--- src/rtl/byte_list_engine_unit_defines.svh ---
// assertion macros for the byte list engine
// used by byte_list_engine_unit, relies on clk and arst_n in scope
`ifndef BYTE_LIST_ENGINE_UNIT_DEFINES_SVH
`define BYTE_LIST_ENGINE_UNIT_DEFINES_SVH

// same-cycle implication, disabled during reset
`define BLE_ASSERT_NOW(lbl, ante, cons, msg) \
	lbl: assert property (@(posedge clk) disable iff (!arst_n) (ante) |-> (cons)) \
		else $error(msg);

// next-cycle implication, disabled during reset
`define BLE_ASSERT_NEXT(lbl, ante, cons, msg) \
	lbl: assert property (@(posedge clk) disable iff (!arst_n) (ante) |=> (cons)) \
		else $error(msg);

`endif

--- src/rtl/ble_pkg.sv ---
// shared types and constants for the byte list engine
// no dependencies
package ble_pkg;

	localparam int CAPACITY_DEF = 16;
	localparam int CMD_W        = 3;
	localparam int VAL_W        = 8;
	localparam int STAT_W       = 2;
	localparam int CNT_OUT_W    = 5;

	typedef enum logic [CMD_W-1:0] {
		CMD_ORDERED = 3'd0,
		CMD_APPEND  = 3'd1,
		CMD_PUSH    = 3'd2,
		CMD_REMOVE  = 3'd3,
		CMD_POP     = 3'd4,
		CMD_QUERY   = 3'd5
	} cmd_t;

	typedef enum logic [STAT_W-1:0] {
		STAT_DONE      = 2'd0,
		STAT_NOT_FOUND = 2'd1,
		STAT_EMPTY     = 2'd2,
		STAT_FULL      = 2'd3
	} status_t;

	typedef enum logic [1:0] {
		S_IDLE,
		S_SCAN,
		S_REPORT
	} state_t;

endpackage

--- src/rtl/ble_ram.sv ---
// generic simple dual-port ram, one write and one registered read per cycle
// no dependencies
module ble_ram #(
	parameter int WIDTH = 8,
	parameter int DEPTH = 16
) (
	input  logic                     clk,
	input  logic                     we,
	input  logic [$clog2(DEPTH)-1:0] waddr,
	input  logic [WIDTH-1:0]         wdata,
	input  logic [$clog2(DEPTH)-1:0] raddr,
	output logic [WIDTH-1:0]         rdata
);

	logic [WIDTH-1:0] mem_q [DEPTH];

	always_ff @(posedge clk) begin
		if (we) begin
			mem_q[waddr] <= wdata;
		end
		rdata <= mem_q[raddr];
	end

endmodule

--- src/rtl/byte_list_engine_unit.sv ---
// byte list engine: ordered list of bytes in a ram, one walk per insert or remove that is not refused
// done follows the ram walk for walking commands, and comes in the cycle after accept otherwise
// a new command is accepted only while idle, so one command is in flight at a time (ram walk)
// the walk reads one entry per cycle through the single registered read port
// reset clears the fill count and the sequencer; ram contents stay undefined
// done is a one-cycle strobe, the receiver cannot stall it
module byte_list_engine_unit
	import ble_pkg::*;
#(
	parameter int CAPACITY = CAPACITY_DEF
) (
	input  logic                 clk,
	input  logic                 arst_n,
	input  logic                 start,
	output logic                 busy,
	input  logic [CMD_W-1:0]     command,
	input  logic [VAL_W-1:0]     value,
	output logic                 done,
	output logic [STAT_W-1:0]    status,
	output logic [VAL_W-1:0]     removed_value,
	output logic                 is_empty,
	output logic [CNT_OUT_W-1:0] entry_count
);

	localparam int AW = (CAPACITY > 1) ? $clog2(CAPACITY) : 1;
	localparam int CW = $clog2(CAPACITY + 1);

	// sequencer and datapath registers
	state_t           state_q, state_d;
	cmd_t             cmd_q;
	logic [VAL_W-1:0] val_q;
	logic [VAL_W-1:0] carry_q;    // word displaced by an insert, moves toward the tail
	logic [VAL_W-1:0] removed_q;
	logic             hit_q;      // insert point or match already passed
	logic [CW-1:0]    pos_q;      // position whose word is on rd_data
	logic [CW-1:0]    count_q;
	status_t          status_q;

	// ram port signals
	logic             wr_en;
	logic [AW-1:0]    wr_addr;
	logic [VAL_W-1:0] wr_data;
	logic [AW-1:0]    rd_addr;
	logic [VAL_W-1:0] rd_data;

	// decode of the accepted word
	logic  accept;
	cmd_t  cmd_in;
	logic  in_insert, in_remove, full, empty;
	logic  scan_insert, at_tail, ins_hit, rem_hit;

	assign accept = start && !busy;
	assign cmd_in = cmd_t'(command);
	assign full   = (count_q == CW'(CAPACITY));
	assign empty  = (count_q == '0);

	assign in_insert = (cmd_in == CMD_ORDERED) || (cmd_in == CMD_APPEND)
	                || (cmd_in == CMD_PUSH);
	assign in_remove = (cmd_in == CMD_REMOVE) || (cmd_in == CMD_POP);

	assign scan_insert = (cmd_q == CMD_ORDERED) || (cmd_q == CMD_APPEND)
	                  || (cmd_q == CMD_PUSH);
	assign at_tail     = (pos_q == count_q);

	// insert point: ordered stops at the first word not smaller, push at the head,
	// append never hits and lands at the tail
	always_comb begin
		unique case (cmd_q)
			CMD_ORDERED: ins_hit = (rd_data >= val_q);
			CMD_PUSH:    ins_hit = 1'b1;
			default:     ins_hit = 1'b0;
		endcase
	end

	// pop takes the head, remove takes the first equal word
	assign rem_hit = (cmd_q == CMD_POP) || (rd_data == val_q);

	// next state
	always_comb begin
		state_d = state_q;
		unique case (state_q)
			S_IDLE: begin
				if (accept) begin
					if ((in_insert && !full) || (in_remove && !empty)) begin
						state_d = S_SCAN;
					end else begin
						state_d = S_REPORT;
					end
				end
			end
			S_SCAN: begin
				if (at_tail) begin
					state_d = S_REPORT;
				end
			end
			S_REPORT: state_d = S_IDLE;
			default:  state_d = S_IDLE;
		endcase
	end

	// ram control and handshake outputs
	always_comb begin
		wr_en   = 1'b0;
		wr_addr = AW'(pos_q);
		wr_data = carry_q;
		rd_addr = '0;
		unique case (state_q)
			S_IDLE: begin
				rd_addr = '0;
			end
			S_SCAN: begin
				rd_addr = AW'(pos_q + CW'(1));
				if (scan_insert) begin
					if (at_tail) begin
						// last slot takes the carried word, or the new one if no hit
						wr_en   = 1'b1;
						wr_data = hit_q ? carry_q : val_q;
					end else if (hit_q) begin
						wr_en   = 1'b1;
						wr_data = carry_q;
					end else if (ins_hit) begin
						wr_en   = 1'b1;
						wr_data = val_q;
					end
				end else if (!at_tail && hit_q) begin
					// close the gap: each later word moves one toward the head
					wr_en   = 1'b1;
					wr_addr = AW'(pos_q - CW'(1));
					wr_data = rd_data;
				end
			end
			S_REPORT: begin
				rd_addr = '0;
			end
			default: begin
				rd_addr = '0;
			end
		endcase
	end

	assign busy          = (state_q != S_IDLE);
	assign done          = (state_q == S_REPORT);
	assign status        = status_q;
	assign removed_value = removed_q;
	assign is_empty      = empty;
	assign entry_count   = CNT_OUT_W'(count_q);

	// control state
	always_ff @(posedge clk or negedge arst_n) begin
		if (!arst_n) begin
			state_q <= S_IDLE;
			count_q <= '0;
		end else begin
			state_q <= state_d;
			if (state_q == S_SCAN && at_tail) begin
				if (scan_insert) begin
					count_q <= count_q + CW'(1);
				end else if (hit_q) begin
					count_q <= count_q - CW'(1);
				end
			end
		end
	end

	// datapath, no reset needed
	always_ff @(posedge clk) begin
		if (state_q == S_IDLE && accept) begin
			cmd_q     <= cmd_in;
			val_q     <= value;
			pos_q     <= '0;
			hit_q     <= 1'b0;
			removed_q <= '0;
			if (in_insert && full) begin
				status_q <= STAT_FULL;
			end else if (in_remove && empty) begin
				status_q <= STAT_EMPTY;
			end else begin
				status_q <= STAT_DONE;
			end
		end else if (state_q == S_SCAN) begin
			if (!at_tail) begin
				pos_q <= pos_q + CW'(1);
				if (scan_insert) begin
					if (hit_q || ins_hit) begin
						carry_q <= rd_data;
						hit_q   <= 1'b1;
					end
				end else if (!hit_q && rem_hit) begin
					hit_q     <= 1'b1;
					removed_q <= rd_data;
				end
			end else if (!scan_insert && !hit_q) begin
				status_q <= STAT_NOT_FOUND;
			end
		end
	end

	ble_ram #(
		.WIDTH(VAL_W),
		.DEPTH(CAPACITY)
	) u_ram (
		.clk   (clk),
		.we    (wr_en),
		.waddr (wr_addr),
		.wdata (wr_data),
		.raddr (rd_addr),
		.rdata (rd_data)
	);

`include "byte_list_engine_unit_defines.svh"

	// a result is followed by a free block
	`BLE_ASSERT_NEXT(a_done_frees, done, !busy, "busy still set after done")
	// the fill count never passes the capacity
	`BLE_ASSERT_NOW(a_count_bound, 1'b1, count_q <= CW'(CAPACITY), "fill count overflow")
	// the count moves only as a result is shown
	`BLE_ASSERT_NOW(a_count_at_report, !$stable(count_q), state_q == S_REPORT, "count moved mid walk")
	// insert into a full list is refused at once
	`BLE_ASSERT_NEXT(a_full_refuse, accept && full && in_insert, done && status == STAT_FULL, "full insert not refused")

endmodule
--- config.mk ---
export PLATFORM = sky130hd
export DESIGN_NAME = byte_list_engine_unit
export DESIGN_NICKNAME = d
export VERILOG_FILES = /design/src/rtl/ble_pkg.sv /design/src/rtl/ble_ram.sv /design/src/rtl/byte_list_engine_unit.sv
export VERILOG_INCLUDE_DIRS = /design/src /design/src/rtl
export SDC_FILE = /design/constraint.sdc
export NUM_CORES = 1
export LEC_CHECK = 0
export ABC_CLOCK_PERIOD_IN_PS = 3000
export BUFFER_PORTS_ARGS = -buffer_cell sky130_fd_sc_hd__buf_2
export CAP_MARGIN = 20
export CORE_UTILIZATION = 55
export DETAILED_ROUTE_END_ITERATION = 6
export PLACE_DENSITY_LB_ADDON = 0.05
export SYNTH_ARGS = -nofsm -noshare
export SYNTH_HDL_FRONTEND = slang
export SYNTH_SLANG_ARGS = --single-unit
export TNS_END_PERCENT = 1
--- constraint.sdc ---
create_clock -name clk -period 3 [get_ports clk]
set_input_delay 0.45 -clock clk [delete_from_list [all_inputs] [get_ports clk]]
set_output_delay 0.45 -clock clk [all_outputs]
set_load 0.005 [all_outputs]
---- Word level (Yosys, flattened, before mapping) ----
Memories as Yosys holds them, arrays and structs flattened. A register that Yosys moved wholly into a read port is not among the register bits.
Cells that the tools add are included.
W data, S select, Z words.
storage, ports and cells
  output and inout port bits .............. 18
  ROM bits ................................ 0
  word-level logic and storage cells ...... 109
  flip-flop bits (word level) ............. 42
  bits in latches ......................... 0
  memories kept ........................... 1
  input port bits ......................... 14
  memory bits (writable) .................. 128
operators by class
  div/mod/pow operators ................... 0
  bitwise operators ....................... 3
  eq/ne operators ......................... 15
  reduce and logical (&&, ||, !) cells .... 41
  $lt $le $gt $ge ......................... 1
  $add $sub $neg .......................... 4
  multiplexer cells ....................... 35
  multiply operators ...................... 0
  shift operators ......................... 0
memory list
  memory       words  width  read ports  clocked after Yosys merged registers in  write ports  line           text
  u_ram.mem_q  16     8      1           1                                        1            ble_ram.sv:15  logic [WIDTH-1:0] mem_q [DEPTH];
operators with widths
  cell                   number
  $mux W8                7
  $mux W2                9
  $mux W4                4
  $reduce_bool A2 Y1     6
  $mux W1                11
  $add A5 B1 Y5 const B  2
  $logic_and A1 B1 Y1    10
  $mux W5                2
  $eq A3 B2 Y1 const B   3
  $eq A8 B8 Y1           1
  $ge A8 B8 Y1           1
  $logic_or A1 B1 Y1     8
  $reduce_and A4 Y1      2
  $eq A3 B1 Y1 const B   2
  $eq A3 B3 Y1 const B   2
  $logic_not A1 Y1       6
  $logic_not A3 Y1       2
  $reduce_and A2 Y1      3
  $eq A5 B5 Y1           1
  $eq A5 B5 Y1 const B   1
  $logic_not A5 Y1       1
  $reduce_and A5 Y1      1
  $sub A5 B1 Y5 const B  1
  $ne A2 B2 Y1 const B   2
  other kinds (9)        11

---- Depth between registers and ports, before layout ----
Gate-level depths: netlist of run 1.
  depth after elaboration ................. 9
  mapped depth ............................ 11
  gate-level depth less buffers ........... 8

---- Hierarchy ----
A second synthesis of run 1 with hierarchy kept.
unflattened totals
  cell total of the unflattened synthesis .. 500
  area, all modules ....................... 7739.9 um^2
by module, submodules not included
  module                 cells an instance  sequential area each (um^2)  area each (um^2)  instances
  ble_ram                229                4003.8                       5147.4            1
  byte_list_engine_unit  271                1086.0                       2592.5            1

---- Least setup slack after synthesis of run 1 ----
Ideal clock, no wire load.
  path type ............................... register -> register
  start ................................... register pos_q[0]
  end ..................................... memory u_ram.mem_q[8][0] (enable)
  data required time ...................... 2617 ps
  setup time .............................. 383 ps
  clock period less this slack ............ 2851 ps
  stages on the path, launching flop included .. 10
  arrival time ............................ 2467 ps
  path slack .............................. 149 ps
  path buffers ............................ 2
  path through ............................ dfxtp_1 > buf_6 > clkinv_1 > clkbuf_1 > ha_1 > nor3_1 > nand4_1 > a2111oi_0 > a221oi_1 > nor3_1
on the way
  longest elaborated chain between the ends .. 8
  elaborated cells between the ends (all ways) .. 13
  classes of those cells .................. add/sub (1); eq/ne (1); mux (9); reduce/logical (2)
ends and longest elaborated chain
  item                           line                          text
  start: declaration             byte_list_engine_unit.sv:35   logic [CW-1:0] pos_q;
  start signal: assignment       byte_list_engine_unit.sv:182  pos_q <= pos_q + CW'(1);
  $eq A5 B5 Y1                   byte_list_engine_unit.sv:63   assign at_tail = (pos_q == count_q);
  $logic_not A1 Y1               -
  $logic_and A1 B1 Y1            byte_list_engine_unit.sv:125  end else if (!at_tail && hit_q) begin
  $mux W1                        byte_list_engine_unit.sv:125
  $mux W1                        byte_list_engine_unit.sv:113  if (scan_insert) begin
  $mux W1                        byte_list_engine_unit.sv:107  unique case (state_q)
  $mux W1                        ble_ram.sv:18                 if (we) begin
  $mux W1 (implied by the code)  ble_ram.sv:19                 mem_q[waddr] <= wdata;
  end: declaration               ble_ram.sv:15
Several ways; a longest one is shown, not always the timed one.

---- Worst setup path after layout of run 1 ----
  start ................................... register val_q[0]
  end ..................................... memory u_ram.mem_q[2][6], data pin
on the way
  longest elaborated chain between the ends .. 7
ends and longest elaborated chain
  item                      line                          text
  start: declaration        byte_list_engine_unit.sv:31   logic [VAL_W-1:0] val_q;
  start signal: assignment  byte_list_engine_unit.sv:169  val_q <= value;
  $ge A8 B8 Y1              byte_list_engine_unit.sv:69   CMD_ORDERED: ins_hit = (rd_data >= val_q);
  $pmux W1 S2               byte_list_engine_unit.sv:68   unique case (cmd_q)
  $mux W8                   byte_list_engine_unit.sv:121  end else if (ins_hit) begin
  $mux W8                   byte_list_engine_unit.sv:118  end else if (hit_q) begin
  $mux W8                   byte_list_engine_unit.sv:114  if (at_tail) begin
  $mux W8                   byte_list_engine_unit.sv:113
  $mux W8                   byte_list_engine_unit.sv:107
  net u_ram.wdata[6]        ble_ram.sv:10                 input logic [WIDTH-1:0] wdata,
The timed path passes the listed nets, and every way through them passes these cells.

==> impl_metrics.toml, run 1 <==
[clocking]
cts.reportedPaths.clkPinSlew_ns = 0.07
cts_num_sinks = 178
htreeDepth = 4
cts_buffer_depth = 2
clock_latency_ns = 0.44
cts_tree = "built"
cts_made_buffers = 17
root_buffer = "clkbuf_16"

[synthesis]
async_flop_share_pct = 3.93
synth-warning-count = 0
synth_xor_area_share_pct = 1.91
ys_seq_elements = 178
synth_area_leader_cell = "edfxtp_1"
seq_area_frac_synth_pct = 65.1
yosysUniqueCellTypes = 58
synth_simple_gate_area_share_pct = 8.42
syn_inst = 561
synth_ff_type = "edfxtp_1"
synth_common_cells = "edfxtp_1, nor2_1, mux2i_1, nand2_1, dfxtp_1"
synth_top_family_by_area = "compound AO/OA/AOI/OAI gates"
synth.area.mux_share_pct = 7.22
synth_area_leaders = "edfxtp_1, dfxtp_1, mux2i_1"
synth_area_um2 = 7810
synth_compound_area_share_pct = 11.9
synth_edf_count = 149
yosysTopAreaCellShare_pct = 57.3
syn-num-nets = 589
synth_fa_ha_area_share_pct = 2.34
avgSynthCellArea_um2 = 13.9
yosysMostFrequentCell = "edfxtp_1"

[die]
die_y_um = 121
die_w_um = 121
die_area_um2 = 14700
core-area_um2 = 13900
initial_core_util_pct = 56.3
core.rowCount = 43
io_pins = 32

[placed_design]
finalWeightedCongestion = 0.908
post-place-ws_ns = 0.0443
portBuffers = 31
dp_hpwl_um = 12600

[sta]
period_minus_slack_ns = 2.92
period_share_pct = 97.3
rsz0062_at_grt = "false"
finalSetupViolCount = 0
worstMarginPinSlew_ns = 0.934
relSlewSlack_pct = 37.4
fmax_mhz = 343
clock_skew_ns = 0.00939
hold_viol = 0
holdWs_ns = 0.188
fin_ws_ns = 0.0821
maxSlewViolCount = 0
setup_tns_ns = 0

[critical_path]
crit_fanout = 16
worstPathCellList = "ha_1 -> nand2b_1 -> a2111oi_0 -> o211ai_1 -> o211a_2 -> a221o_1 -> buf_12"
end_kind = "flip-flop"
required_ns = 3.19
cp_data_arrival_time_ns = 3.11
cp_slowest_cell = "a2111oi_0"
setup.worst_path.class = "reg2reg"
cpPeakStageDelay_ns = 0.50
crit_path_start_kind = "flip-flop"

[status]
run_status = "complete, no violations"

[power]
vdd_ir_drop_max_mv = 0.511
leakagePower_nw = 3.22
p_per_area_nw_per_um2 = 943
power.total_mw = 8.62

[final_layout]
drive_gt1_share_pct = 21.6
fillCellCount = 1040
area_delta_synth_final_pct = 17.1
fin_nets = 658
antenna-diode-count = 0

[global_routing]
top_usage_layer = "met2"
use_met2_pct = 50.9
overflow = 0
grtUsageMet3_pct = 5.78
grt_pass1_wl_um = 29600
use_met1_pct = 35.1
grt_max_degree = 33
grt_pass1_vias = 5026
grt_usage_pct = 29.1
antenna_found_initial = 0

[worst_hold_path]
min_path_type = "in2reg"

[route]
wirelength_um = 19900
wl_per_cell_um = 24.2
drcViolationCount = 0
drt_iter0_drc = 402
viasPerCell = 6.17
ant_nets = 0
via_count = 5077
dr.pass1.iters = 5

[flow_run]
max-cap-violations = 0
-- layout by cell type (no fill, tap or decap), drive strengths merged, types with 3 or more instances in the layout --
master and n:
o2bb2ai 6, and2 11, mux4 10, a2bb2oi 8, buf 82, ha 13
o221ai 8, edfxtp 149, nor2 42, o22ai 14, clkinv 8, and4 4
a31oi 8, dfxtp 22, clkbuf 17, o211ai 10, mux2 7, o21ai 5
a2111oi 4, nand2b 3, dfrtp 7, a211oi 13, xnor2 11, inv 22
nor3 21, mux2i 26, nor2b 13, a221o 8, clkinvlp 3, a21o 4
xor2 6, a21oi 14, o211a 3, nand4 4, nand2 26, o21a 8
-- what timing repair did --
| action | 4_1_cts | 5_1_grt |
|---|---|---|
| hold buffers | 1 | 0 |
| gates resized for setup | 0 | 2 |
| endpoints found under the setup margin | 0 | 148 |
| buffers inserted | 0 | 0 |
| endpoints found under the hold margin | 7 | 0 |
-- sequential cells by signal, summed over array words and instances (netlist names) --
signal / cells
removed_value: 8
cmd_q: 3
status: 2
hit_q: 1
state_q: 2
val_q: 8
u_ram.mem_q: 128
u_ram.rdata: 8
pos_q: 5
carry_q: 8
entry_count: 5
-- worst paths after layout --
check | startpoint | end | slack [ns] | cells after the start
worst max-delay path | val_q[0]$_DFFE_PP_ | u_ram.mem_q[2][6]$_DFFE_PP_ | 0.08 | 7
worst min-delay path | value[3] | val_q[3]$_DFFE_PP_ | 0.19 | 1
worst max register to register | val_q[0]$_DFFE_PP_ | u_ram.mem_q[2][6]$_DFFE_PP_ | 0.08 | 7
worst min register to register | removed_value[7]$_SDFFE_PP0P_ | removed_value[7]$_SDFFE_PP0P_ | 0.49 | 2
max in group asynchronous | arst_n | state_q[0]$_DFFE_PN0P_ | 2.48 | 2
min in group asynchronous | arst_n | entry_count[0]$_DFFE_PN0P_ | 0.37 | 2
-- logic make-up after synthesis --
| group | after synthesis |
|---|---|
| multiplexers | 43 |
| XOR/XNOR | 17 |
| AND/OR/NAND/NOR | 134 |
| AO/OA/AOI/OAI | 123 |
| adder cells (fa/ha/maj) | 14 |
| buffers and inverters | 52 |
| flip-flops | 178 |
-- final cells by class --
| type | count | area [um2] | area share (%) |
|---|---|---|---|
| tap | 180 | 225 | 2.46 |
| clock buffer | 17 | 425 | 4.65 |
| multi-input combinational | 331 | 2510 | 27.5 |
| clock inverter | 15 | 151 | 1.66 |
| sequential | 178 | 5090 | 55.6 |
| timing repair buffer | 83 | 673 | 7.36 |
| inverter | 19 | 71.3 | 0.780 |
-- worst max-delay path, delay by kind of cell, from the launching register on --
kind	cells	cell delay, ns
AND/OR/NAND/NOR	1	0.15
flip-flops	1	0.41
AO/OA/AOI/OAI	4	1.60
adder cells (fa/ha/maj)	1	0.32
buffers and inverters	1	0.17
-- through the flow --
stage | instance area, um2 | std cells | utilization, %
after floorplan | 7810 | 561 | -
after global placement | 8560 | 790 | 61.6
after detailed placement | 8560 | 790 | 61.6
after CTS | 9140 | 823 | 65.9
after global routing | 9150 | 823 | 65.9
final | 9150 | 823 | 65.9
-- routing by layer --
layer | vias up | routed length (um) | share of wire [%]
li1 | 2317 | - | -
met1 | 2535 | 8050 | 40
met4 | 0 | 557 | 2.8
met3 | 39 | 1040 | 5.2
met2 | 186 | 10300 | 52
met5 | - | 0 | 0
-- where the power goes --
| group | internal [mW] | switching, mW | total, mW |
|---|---|---|---|
| Combinational | 1.27 | 1.79 | 3.07 |
| Sequential | 3.13 | 0.270 | 3.40 |
| Clock | 1.16 | 0.988 | 2.15 |
Power figures use the tool's default switching activity.
==> run 2, diff against run 1 <==
--- a/config.mk
+++ b/config.mk
@@ -9,7 +9,9 @@
 export ABC_CLOCK_PERIOD_IN_PS = 3000
 export BUFFER_PORTS_ARGS = -buffer_cell sky130_fd_sc_hd__buf_2
 export CAP_MARGIN = 20
-export CORE_UTILIZATION = 55
+export CELL_PAD_IN_SITES_DETAIL_PLACEMENT = 0
+export CELL_PAD_IN_SITES_GLOBAL_PLACEMENT = 1
+export CORE_UTILIZATION = 46
 export DETAILED_ROUTE_END_ITERATION = 6
 export PLACE_DENSITY_LB_ADDON = 0.05
 export SYNTH_ARGS = -nofsm -noshare
==> impl_metrics.toml, run 2 (synthesized netlist as in run 1, its figures left out) <==
[global_routing]
grt_pass1_wl_um = 30300
grt_usage_pct = 23.9
antenna_found_initial = 0
grt_max_degree = 33
overflow = 0
grt_pass1_vias = 5186

[sta]
finalSetupViolCount = 0
worstMarginPinSlew_ns = 0.939
rsz0062_at_grt = "false"
fmax_mhz = 355
maxSlewViolCount = 0
period_share_pct = 93.9
period_minus_slack_ns = 2.82
holdWs_ns = 0.194
hold_viol = 0
relSlewSlack_pct = 37.0
clock_skew_ns = 0.0130

[final_layout]
fillCellCount = 1356
final_cell_mix = "edfxtp_1, buf_4, nor2_1"
antenna-diode-count = 0
finalCoreUtilization_pct = 56.1
area_delta_synth_final_pct = 19.2
final_common_cell = "edfxtp_1"
largest_reg_flops = 128
fin_nets = 668
drive_gt1_share_pct = 23.3
instances_no_fill = 873
seq_area_um2 = 5090
multi_input_area_um2 = 2520
largest_register = "u_ram.mem_q"

[clocking]
root_buffer = "clkbuf_16"
htreeDepth = 4
cts.reportedPaths.clkPinSlew_ns = 0.07
clock_latency_ns = 0.43
cts_made_buffers = 17
cts_num_sinks = 178
cts_buffer_depth = 2
cts_tree = "built"

[route]
dr.pass1.iters = 5
ant_nets = 0
drcViolationCount = 0
via_count = 5103
wl_per_cell_um = 22.6
viasPerCell = 5.85
drt_iter0_drc = 318
wirelength_um = 19800

[critical_path]
required_ns = 3.17
setup.worst_path.class = "reg2reg"
crit_path_start_kind = "flip-flop"
cp_data_arrival_time_ns = 2.99
end_kind = "flip-flop"
crit_fanout = 16

[die]
die_area_um2 = 17500
die_w_um = 132
io_pins = 32
core-area_um2 = 16600
die_y_um = 132
core.rowCount = 47
initial_core_util_pct = 47.1

[placed_design]
portBuffers = 31
dp_hpwl_um = 13200
dp_cells = 839
finalWeightedCongestion = 0.834

[status]
run_status = "complete, no violations"

[power]
vdd_ir_drop_max_mv = 0.465
p_per_area_nw_per_um2 = 945
power.total_mw = 8.80
leakagePower_nw = 3.31

[worst_hold_path]
min_path_type = "in2reg"

[flow_run]
max-cap-violations = 0
==> run 2: report_power, final <==
| part | switching (mW) | internal [mW] | leakage, nW |
|---|---|---|---|
| clock network | 0.948 | 1.25 | 0.302 |
| logic | 1.91 | 1.33 | 1.39 |
| registers | 0.223 | 3.13 | 1.62 |
==> run 2: metrics by stage <==
stage	instance area [um2]	setup WS, ns	TNS [ns]
CTS	9290	0.00178	0
detailed placement	8670	-0.183	-21.68
global placement	8670	-0.121	-14.10
global route	9310	0.0154	0
floorplan	7810	0.149	0
finish	9310	0.183	0
==> run 2: critical path, stage by stage (launching register included) <==
cell,delay (ns)
edfxtp_1,0.39
ha_1,0.32
nand2b_1,0.17
a2111oi_2,0.36
o211ai_1,0.19
buf_4,0.18
o211a_2,0.32
a221o_1,0.45
buf_12,0.19
==> run 2: final cells by class <==
cell class	instances	area share, %
Inverter	19	0.766
Multi-Input combinational cell	331	27.1
Clock buffer	22	5.56
Sequential cell	178	54.7
Tap cell	220	2.96
Clock inverter	10	0.900
Timing Repair Buffer	93	8.04
==> run 2: path summary, 6_finish.rpt <==
kind,endpoint,depth (start not counted),from,slack (ns)
setup / recovery,u_ram.mem_q[3][1]$_DFFE_PP_,8,val_q[0]$_DFFE_PP_,0.18
hold / removal,val_q[3]$_DFFE_PP_,1,value[3],0.19
setup reg to reg,u_ram.mem_q[3][1]$_DFFE_PP_,8,val_q[0]$_DFFE_PP_,0.18
hold reg to reg,carry_q[0]$_DFFE_PP_,0,u_ram.rdata[0]$_DFF_P_,0.46
max in group asynchronous,state_q[0]$_DFFE_PN0P_,2,arst_n,2.45
min in group asynchronous,entry_count[2]$_DFFE_PN0P_,2,arst_n,0.39
==> run 2: layer usage <==
layer | GRT usage [%] | up-vias | wire (um) | share of wire, %
met4 | 11.1 | 0 | 654 | 3.3
met5 | 0 | - | 0 | 0
li1 | - | 2339 | - | -
met2 | 40.4 | 147 | 9930 | 50
met1 | 30.4 | 2570 | 8380 | 42
met3 | 3.65 | 47 | 800 | 4.0
==> run 2: timing repair <==
action / 4_1_cts / 5_1_grt
buffers inserted: 0 / 1
endpoints found under the hold margin: 7 / 0
gates resized for setup: 1 / 4
hold buffers: 1 / 0
endpoints found under the setup margin: 128 / 256
pin swaps: 1 / 3
